### src/hdl/priority_table_remove_by_priority_macros.svh
// Assertion macros for the priority table block.
`ifndef PRIORITY_TABLE_REMOVE_BY_PRIORITY_MACROS_SVH
`define PRIORITY_TABLE_REMOVE_BY_PRIORITY_MACROS_SVH

`ifndef NO_ASSERTIONS
// check while out of reset
`define PTRBP_ASSERT(label, clk, rst_n, prop, msg) \
  label: assert property (@(posedge clk) disable iff (!rst_n) prop) else $error(msg);
// check at every edge, reset included
`define PTRBP_ASSERT_ALWAYS(label, clk, prop, msg) \
  label: assert property (@(posedge clk) prop) else $error(msg);
`else
`define PTRBP_ASSERT(label, clk, rst_n, prop, msg)
`define PTRBP_ASSERT_ALWAYS(label, clk, prop, msg)
`endif

`endif

### src/hdl/ptrbp_pkg.sv
package ptrbp_pkg;

  localparam int TABLE_DEPTH   = 16;
  localparam int IDX_W         = (TABLE_DEPTH > 1) ? $clog2(TABLE_DEPTH) : 1;
  localparam int CNT_W         = $clog2(TABLE_DEPTH + 1);
  localparam int VALUE_W       = 32;
  localparam int PRIO_W        = 8;
  localparam int ENTRY_COUNT_W = 5;

  localparam logic CMD_INSERT = 1'b0;
  localparam logic CMD_REMOVE = 1'b1;

  typedef struct packed {
    logic                      command;
    logic signed [VALUE_W-1:0] item_value;
    logic [PRIO_W-1:0]         item_priority;
  } in_item_t;

  typedef struct packed {
    logic signed [VALUE_W-1:0] removed_value;
    logic                      found;
    logic                      refused;
    logic [ENTRY_COUNT_W-1:0]  entry_count;
  } out_item_t;

  typedef struct packed {
    logic [VALUE_W-1:0] value;
    logic [PRIO_W-1:0]  prio;
  } entry_t;

  localparam int ENTRY_W = $bits(entry_t);

endpackage

### src/hdl/ptrbp_ram.sv
module ptrbp_ram #(
  parameter int DEPTH  = 16,
  parameter int WIDTH  = 40,
  parameter int ADDR_W = (DEPTH > 1) ? $clog2(DEPTH) : 1
) (
  input  logic              clk,
  input  logic              we,
  input  logic [ADDR_W-1:0] waddr,
  input  logic [WIDTH-1:0]  wdata,
  input  logic [ADDR_W-1:0] raddr,
  output logic [WIDTH-1:0]  rdata
);

  logic [WIDTH-1:0] mem [DEPTH];
  logic [WIDTH-1:0] rdata_r;

  always_ff @(posedge clk) begin
    if (we) begin
      mem[waddr] <= wdata;
    end
    rdata_r <= mem[raddr];
  end

  assign rdata = rdata_r;

endmodule

### src/hdl/priority_table_remove_by_priority.sv
// Bounded priority table: up to TABLE_DEPTH (value, priority) entries.
// Input channel in_valid/in_ready/in_data carries one command per
// transaction: insert (entry goes to the head) or remove (sort the table
// ascending by priority, then delete the first entry with the requested
// priority). Each command yields exactly one result transaction on
// out_valid/out_ready/out_data with the removed value, found/refused flags
// and the entry count after the command.
// Insert: the result is valid the cycle after acceptance.
// Remove on n entries: one exchange-sort compare per cycle through a table
// RAM with one read port, one write port and registered read data, then a
// match scan and gap close. An empty table answers in the cycle after
// acceptance.
// One command is in flight at a time; in_ready is low while a remove runs
// and while a result is held that the receiver has not taken. A stalled
// result stays in the output register unchanged.
// Synchronous reset empties the table (count and head pointer cleared) and
// drops any pending result; no clearing pass is needed.
module priority_table_remove_by_priority (
  input  logic                clk,
  input  logic                rst_n,
  input  logic                in_valid,
  output logic                in_ready,
  input  ptrbp_pkg::in_item_t  in_data,
  output logic                out_valid,
  input  logic                out_ready,
  output ptrbp_pkg::out_item_t out_data
);

  import ptrbp_pkg::*;

  `include "priority_table_remove_by_priority_macros.svh"

  localparam int CMP_W = CNT_W + 1;

  typedef enum logic [2:0] {
    ST_IDLE,
    ST_LD_I,
    ST_CMP,
    ST_WB,
    ST_SCAN,
    ST_SHIFT
  } state_t;

  state_t           state_r, state_nxt;
  logic [IDX_W-1:0] head_r, head_nxt;
  logic [CNT_W-1:0] count_r, count_nxt;
  logic [IDX_W-1:0] i_r, i_nxt;
  logic [IDX_W-1:0] j_r, j_nxt;
  entry_t           cur_r, cur_nxt;
  logic [PRIO_W-1:0] target_r, target_nxt;
  logic             out_valid_r, out_valid_nxt;
  out_item_t        out_data_r, out_data_nxt;

  logic             ram_we;
  logic [IDX_W-1:0] ram_waddr;
  logic [IDX_W-1:0] ram_raddr;
  logic [IDX_W-1:0] wr_l;
  logic [CMP_W-1:0] rd_l;
  logic             wr_head;
  entry_t           ram_wdata;
  entry_t           ram_rdata;
  logic [ENTRY_W-1:0] rdata_bits;

  logic             in_fire;
  logic             full;
  logic [CMP_W-1:0] count_w;
  logic [CMP_W-1:0] i_inc;
  logic [CMP_W-1:0] j_inc;
  logic [CMP_W-1:0] j_inc2;
  logic [IDX_W-1:0] head_dec;

  // logical slot -> physical RAM address, table kept as a ring from head_r
  function automatic logic [IDX_W-1:0] phys_addr(input logic [IDX_W-1:0] head,
                                                 input logic [CMP_W-1:0] slot);
    logic [CMP_W:0] sum;
    sum = CMP_W'(head) + slot;
    if (sum >= (CMP_W + 1)'(TABLE_DEPTH)) begin
      sum = sum - (CMP_W + 1)'(TABLE_DEPTH);
    end
    return sum[IDX_W-1:0];
  endfunction

  assign in_fire  = in_valid && in_ready;
  assign in_ready = (state_r == ST_IDLE) && (!out_valid_r || out_ready);
  assign full     = (count_r == CNT_W'(TABLE_DEPTH));
  assign count_w  = CMP_W'(count_r);
  assign i_inc    = CMP_W'(i_r) + 1'b1;
  assign j_inc    = CMP_W'(j_r) + 1'b1;
  assign j_inc2   = CMP_W'(j_r) + 2'd2;
  assign head_dec = (head_r == '0) ? IDX_W'(TABLE_DEPTH - 1) : head_r - 1'b1;

  assign ram_waddr = wr_head ? head_dec : phys_addr(head_r, CMP_W'(wr_l));
  assign ram_raddr = phys_addr(head_r, rd_l);
  assign ram_rdata = entry_t'(rdata_bits);

  ptrbp_ram #(
    .DEPTH (TABLE_DEPTH),
    .WIDTH (ENTRY_W),
    .ADDR_W(IDX_W)
  ) u_ram (
    .clk  (clk),
    .we   (ram_we),
    .waddr(ram_waddr),
    .wdata(ram_wdata),
    .raddr(ram_raddr),
    .rdata(rdata_bits)
  );

  always_comb begin
    state_nxt     = state_r;
    head_nxt      = head_r;
    count_nxt     = count_r;
    i_nxt         = i_r;
    j_nxt         = j_r;
    cur_nxt       = cur_r;
    target_nxt    = target_r;
    out_valid_nxt = out_valid_r && !out_ready;
    out_data_nxt  = out_data_r;
    ram_we        = 1'b0;
    wr_head       = 1'b0;
    wr_l          = j_r;
    ram_wdata     = cur_r;
    rd_l          = '0;

    unique case (state_r)
      ST_IDLE: begin
        if (in_fire) begin
          out_data_nxt.removed_value = '0;
          out_data_nxt.found         = 1'b0;
          out_data_nxt.refused       = 1'b0;
          out_data_nxt.entry_count   = ENTRY_COUNT_W'(count_r);
          if (in_data.command == CMD_INSERT) begin
            out_valid_nxt = 1'b1;
            if (full) begin
              out_data_nxt.refused = 1'b1;
            end else begin
              ram_we                   = 1'b1;
              wr_head                  = 1'b1;
              ram_wdata.value          = in_data.item_value;
              ram_wdata.prio           = in_data.item_priority;
              head_nxt                 = head_dec;
              count_nxt                = count_r + 1'b1;
              out_data_nxt.entry_count = ENTRY_COUNT_W'(count_r + 1'b1);
            end
          end else begin
            target_nxt = in_data.item_priority;
            if (count_r == '0) begin
              out_valid_nxt = 1'b1;
            end else begin
              i_nxt     = '0;
              rd_l      = '0;
              state_nxt = ST_LD_I;
            end
          end
        end
      end

      // slot i is in the read register; start comparing it against later slots
      ST_LD_I: begin
        cur_nxt = ram_rdata;
        if (i_inc < count_w) begin
          j_nxt     = IDX_W'(i_inc);
          rd_l      = i_inc;
          state_nxt = ST_CMP;
        end else begin
          j_nxt     = '0;
          rd_l      = '0;
          state_nxt = ST_SCAN;
        end
      end

      ST_CMP: begin
        if (ram_rdata.prio < cur_r.prio) begin
          ram_we    = 1'b1;
          wr_l      = j_r;
          ram_wdata = cur_r;
          cur_nxt   = ram_rdata;
        end
        if (j_inc < count_w) begin
          j_nxt = IDX_W'(j_inc);
          rd_l  = j_inc;
        end else begin
          state_nxt = ST_WB;
        end
      end

      ST_WB: begin
        ram_we    = 1'b1;
        wr_l      = i_r;
        ram_wdata = cur_r;
        i_nxt     = IDX_W'(i_inc);
        rd_l      = i_inc;
        state_nxt = ST_LD_I;
      end

      ST_SCAN: begin
        if (ram_rdata.prio == target_r) begin
          if (j_inc < count_w) begin
            cur_nxt   = ram_rdata;
            rd_l      = j_inc;
            state_nxt = ST_SHIFT;
          end else begin
            count_nxt                  = count_r - 1'b1;
            out_valid_nxt              = 1'b1;
            out_data_nxt.removed_value = ram_rdata.value;
            out_data_nxt.found         = 1'b1;
            out_data_nxt.entry_count   = ENTRY_COUNT_W'(count_r - 1'b1);
            state_nxt                  = ST_IDLE;
          end
        end else if (j_inc < count_w) begin
          j_nxt = IDX_W'(j_inc);
          rd_l  = j_inc;
        end else begin
          out_valid_nxt = 1'b1;
          state_nxt     = ST_IDLE;
        end
      end

      // close the gap: slot j takes slot j+1
      ST_SHIFT: begin
        ram_we    = 1'b1;
        wr_l      = j_r;
        ram_wdata = ram_rdata;
        if (j_inc2 < count_w) begin
          j_nxt = IDX_W'(j_inc);
          rd_l  = j_inc2;
        end else begin
          count_nxt                  = count_r - 1'b1;
          out_valid_nxt              = 1'b1;
          out_data_nxt.removed_value = cur_r.value;
          out_data_nxt.found         = 1'b1;
          out_data_nxt.entry_count   = ENTRY_COUNT_W'(count_r - 1'b1);
          state_nxt                  = ST_IDLE;
        end
      end

      default: begin
        state_nxt = ST_IDLE;
      end
    endcase
  end

  always_ff @(posedge clk) begin
    if (!rst_n) begin
      state_r     <= ST_IDLE;
      head_r      <= '0;
      count_r     <= '0;
      out_valid_r <= 1'b0;
    end else begin
      state_r     <= state_nxt;
      head_r      <= head_nxt;
      count_r     <= count_nxt;
      out_valid_r <= out_valid_nxt;
    end
    i_r        <= i_nxt;
    j_r        <= j_nxt;
    cur_r      <= cur_nxt;
    target_r   <= target_nxt;
    out_data_r <= out_data_nxt;
  end

  assign out_valid = out_valid_r;
  assign out_data  = out_data_r;

  `PTRBP_ASSERT_ALWAYS(a_reset_clears, clk,
    !rst_n |=> (!out_valid_r && state_r == ST_IDLE && count_r == '0), "reset left state")
  `PTRBP_ASSERT(a_count_bound, clk, rst_n,
    count_r <= CNT_W'(TABLE_DEPTH), "entry count above table depth")
  `PTRBP_ASSERT(a_insert_count, clk, rst_n,
    (in_fire && in_data.command == CMD_INSERT && !full) |=> count_r == $past(count_r) + 1'b1,
    "insert did not grow the table")
  `PTRBP_ASSERT(a_cmp_range, clk, rst_n,
    (state_r == ST_CMP) |-> (j_r > i_r && CMP_W'(j_r) < count_w), "sort index out of range")
  `PTRBP_ASSERT(a_flags_exclusive, clk, rst_n,
    out_valid_r |-> !(out_data_r.found && out_data_r.refused), "found and refused together")

endmodule

### config.mk
export PLATFORM = sky130hd
export DESIGN_NAME = priority_table_remove_by_priority
export DESIGN_NICKNAME = d
export VERILOG_FILES = /design/src/hdl/ptrbp_pkg.sv /design/src/hdl/ptrbp_ram.sv /design/src/hdl/priority_table_remove_by_priority.sv
export VERILOG_INCLUDE_DIRS = /design/src /design/src/hdl
export SDC_FILE = /design/constraint.sdc
export NUM_CORES = 1
export LEC_CHECK = 0
export BUFFER_PORTS_ARGS = -buffer_cell sky130_fd_sc_hd__buf_2
export CAP_MARGIN = 10
export CORE_MARGIN = 2
export CORE_UTILIZATION = 45
export CTS_BUF_LIST = sky130_fd_sc_hd__clkbuf_4 sky130_fd_sc_hd__clkbuf_8 sky130_fd_sc_hd__clkbuf_16
export DETAILED_ROUTE_END_ITERATION = 8
export MAX_ROUTING_LAYER = met4
export PLACE_DENSITY = 0.67
export SYNTH_ARGS = -nofsm -noshare
export SYNTH_HDL_FRONTEND = slang
export SYNTH_HIERARCHICAL = 1
export SYNTH_SLANG_ARGS = --single-unit
### constraint.sdc
create_clock -name clk -period 6.9 [get_ports clk]
set_input_delay 0 -clock clk [delete_from_list [all_inputs] [get_ports clk]]
set_output_delay 0 -clock clk [all_outputs]
set_load 0.05 [all_outputs]
==> out/metrics.yaml <==
setup_path:
  cp_top_family: "compound AO/OA/AOI/OAI gates"
  r2r.worst_path.cells: 17
  path_class: "reg -> reg"
  crit_path_frequent_cell: "o21ai_0"
  cp.required_ns: 7.46
  endpoint_kind: "flop"
  crit_path_max_fanout: 21
  cp.buffers_inverters: 3
  max_stage_delay_ns: 0.79
  crit_chain: "ha_1 > xor2_1 > ha_1 > a21o_1 > a31oi_1 > o21ai_0 > o21ai_0 > inv_1 > o21ai_0 > ha_4 > inv_1 > fa_1 > xnor2_1 > nor2b_4 > buf_4 > a22oi_1 > nand2_1"
  startpoint_type: "flop"
  arrival_ns: 5.95
  cp.depth: 17
  critical_path.slowest_cell: "nor2b_4"
floorplan:
  row_count: 96
  die_area_um2: 71500
  die_y_um: 267
  num_io_pins: 86
  start_util_pct: 45.5
  die_w_um: 267
  core_area_um2: 68600
sta:
  setup_tns_ns: 0
  hold_slack_ns: 0.0429
  setup_ws_ns: 1.51
  fmax_ghz: 0.186
  maxSlewHeadroom_pct: 14.7
  period_minus_slack_ns: 5.39
  rsz0062_at_grt: "no"
  worstMarginPinSlew_ns: 1.28
  fin_crit_sh_pct: 78.1
  hold_viol: 0
  slew_viol_final: 0
  finClkSkew_ns: 0.0225
  finalSetupViolCount: 0
synth:
  yosysTopAreaCell: "edfxtp_1"
  syn_nets: 1686
  ys_types: 66
  ys.flop_type: "edfxtp_1"
  async_flop_share_pct: 0
  synth_edf_count: 735
  synth_area_per_cell_um2: 19.4
  yosys_register_bits: 788
  yosysWarnings: 6
  yosysSeqAreaShare_pct: 74.1
  synthTopCellsByArea: "edfxtp_1 71%, mux4_2 7.2%, mux4_1 5.1%, dfxtp_1 3.4%, a22oi_1 2.9%"
  netlist_top_cells_count: "735 x edfxtp_1, 151 x nand2_1, 122 x a22oi_1"
  synth_most_common_cell: "edfxtp_1"
  synth_cells: 1607
  synth_top_area_share_pct: 70.7
  syn_area_um2: 31200
grt:
  grt_pass1_wl_um: 105000
  top_usage_layer: "met2"
  grt.total_usage_pct: 20.7
  grt_use_met3_pct: 3.91
  antenna_found_initial: 3
  grt_max_degree: 79
  met1_usage_pct: 28.8
  grtUsageMet2_pct: 31.1
  grt_overflow_total: 0
  grt_pass1_vias: 16000
place:
  io_buffers: 85
  place_hpwl_um: 37700
  dp_slack_ns: 1.61
  place_area_um2: 32800
  gp_congestion: 0.878
hold_path:
  min_path_type: "in -> reg"
  hold_depth: 3
route:
  vias_per_cell: 5.90
  ant_nets: 0
  via_count: 16200
  drc: 0
  dr.pass1.iters: 5
  first_iter_violations: 1767
  drt-total-wl_um: 70900
  avgRoutedWirePerCell_um: 25.8
clock_tree:
  ctsResizeCount: 0
  cts_buffers: 81
  clockBufferDepth: 3
  cts_root_buffer: "clkbuf_16"
  hold_buffers: 13
  clkSinkCount: 788
  clock_latency_ns: 0.63
  post-cts-setup-buffers: 0
  clkTransAtPathRegs_ns: 0.06
  cts_tree: "yes"
  h-tree-depth: 3
layout:
  design_area_um2: 35600
  drive_above_1_share_pct: 22.5
  final_nets: 1830
  multiInputGateArea_um2: 7620
  seq_area_um2: 23100
  areaGrowthSynthToFinish_pct: 14.0
  fillCellCount: 5347
power:
  pwr-share-comb_pct: 31.4
  p_sw_uw: 5390
  intPower_uw: 11000
  sw_frac_of_total_pct: 33.0
  seqPwrFrac_pct: 42.3
  power.leakage_uw: 0.0119
  ir_worst_vdd_mv: 0.243
  power.share.clock_pct: 26.3
  powerDensity_nw_per_um2: 459
run:
  max_cap_violations: 0
status:
  outcome: "finished clean"
[final timing paths]
path                                      end                    start  slack, ns
setup / recovery      u_ram/rdata[36]$_DFF_P_     i_r[0]$_SDFFCE_PN0P_       1.51
hold / removal    u_ram/mem[12][34]$_DFFE_PP_              in_data[34]       0.04
setup reg to reg      u_ram/rdata[36]$_DFF_P_     i_r[0]$_SDFFCE_PN0P_       1.51
hold reg to reg           cur_r[17]$_DFFE_PP_  u_ram/rdata[17]$_DFF_P_       0.46
[worst reg2reg max path: stages, from the launching register on]
cell	delay, ns
edfxtp_1	0.49
ha_1	0.27
xor2_1	0.29
ha_1	0.31
a21o_1	0.18
a31oi_1	0.20
o21ai_0	0.16
o21ai_0	0.39
inv_1	0.08
o21ai_0	0.33
ha_4	0.19
inv_1	0.05
fa_1	0.37
xnor2_1	0.49
nor2b_4	0.79
buf_4	0.51
a22oi_1	0.14
nand2_1	0.09
[through the flow]
step / util [%] / instances / total power [uW]
2_1_floorplan: - / 1607 / 10700
6_report: 51.9 / 2750 / 16300
5_1_grt: 51.9 / 2750 / 17100
4_1_cts: 51.9 / 2748 / 16500
3_3_place_gp: 47.9 / 2586 / 12000
3_5_place_dp: 47.9 / 2586 / 12200
[placed cells by master, fill, tap and decap left out, drive strengths merged, types with 4 or more instances in the layout]
cell         synthesis  routed
a31oi                4       4
buf                 44     131
a21oi               18      18
clkinv               0      26
nand3               11      11
edfxtp             735     735
xnor2               11      11
bufinv               0       5
dlygate4sd3          0      13
nand2b               6       6
dfxtp               53      53
o21ai               25      25
clkinvlp             0       5
ha                  32      32
mux4               160     160
xor2                12      12
a22o                32      32
o22ai                4       4
inv                 25      31
clkbuf              39     107
and2                 7       7
nor2                31      31
a22oi              122     122
nor2b                7       7
a21boi               6       6
a21o                 7       7
nor3                10      10
nand2              153     153
nor4                 5       5
and3                 4       4
[sequential cells by signal, summed over array words and instances, names as in the netlist]
signal,flops
count_r,5
cur_r,40
head_r,4
i_r,4
j_r,4
out_data,39
out_valid,1
state_r,3
target_r,8
u_ram/mem,640
u_ram/rdata,40
[logic make-up after synthesis]
| logic type | count (synthesis) | synth area share [%] |
|---|---|---|
| buf+inv | 108 | 2.02 |
| compound gates | 244 | 5.78 |
| flops | 788 | 74.1 |
| fa+ha+maj | 34 | 1.41 |
| xor+xnor | 23 | 0.646 |
| simple gates | 244 | 3.54 |
| mux | 166 | 12.5 |
[area by class of cell]
| class | instances | area share, % |
|---|---|---|
| diodes | 2 | 0.0141 |
| inverters | 25 | 0.278 |
| multi-input cells | 711 | 21.4 |
| clock inverters | 42 | 1.06 |
| clock buffers | 107 | 6.33 |
| repair buffers | 144 | 2.64 |
| well taps | 931 | 3.27 |
| flip-flops and latches | 788 | 65.0 |
[routing by layer]
metal | vias up | share of wire, %
met5 | - | 0
li1 | 6925 | -
met2 | 754 | 47
met1 | 8423 | 42
met4 | 0 | 2.3
met3 | 112 | 8.8
[power by group through the flow]
| stage | registers [uW] | logic [uW] | clock network [uW] |
|---|---|---|---|
| 2_1_floorplan | 7260 | 3480 | 0 |
| 3_3_place_gp | 6970 | 5070 | 0 |
| 3_5_place_dp | 7010 | 5150 | 0 |
| 4_1_cts | 6920 | 5190 | 4370 |
| 5_1_grt | 6980 | 5560 | 4560 |
| 6_report | 6910 | 5140 | 4290 |
No activity file was read; power rests on OpenSTA's default activity.
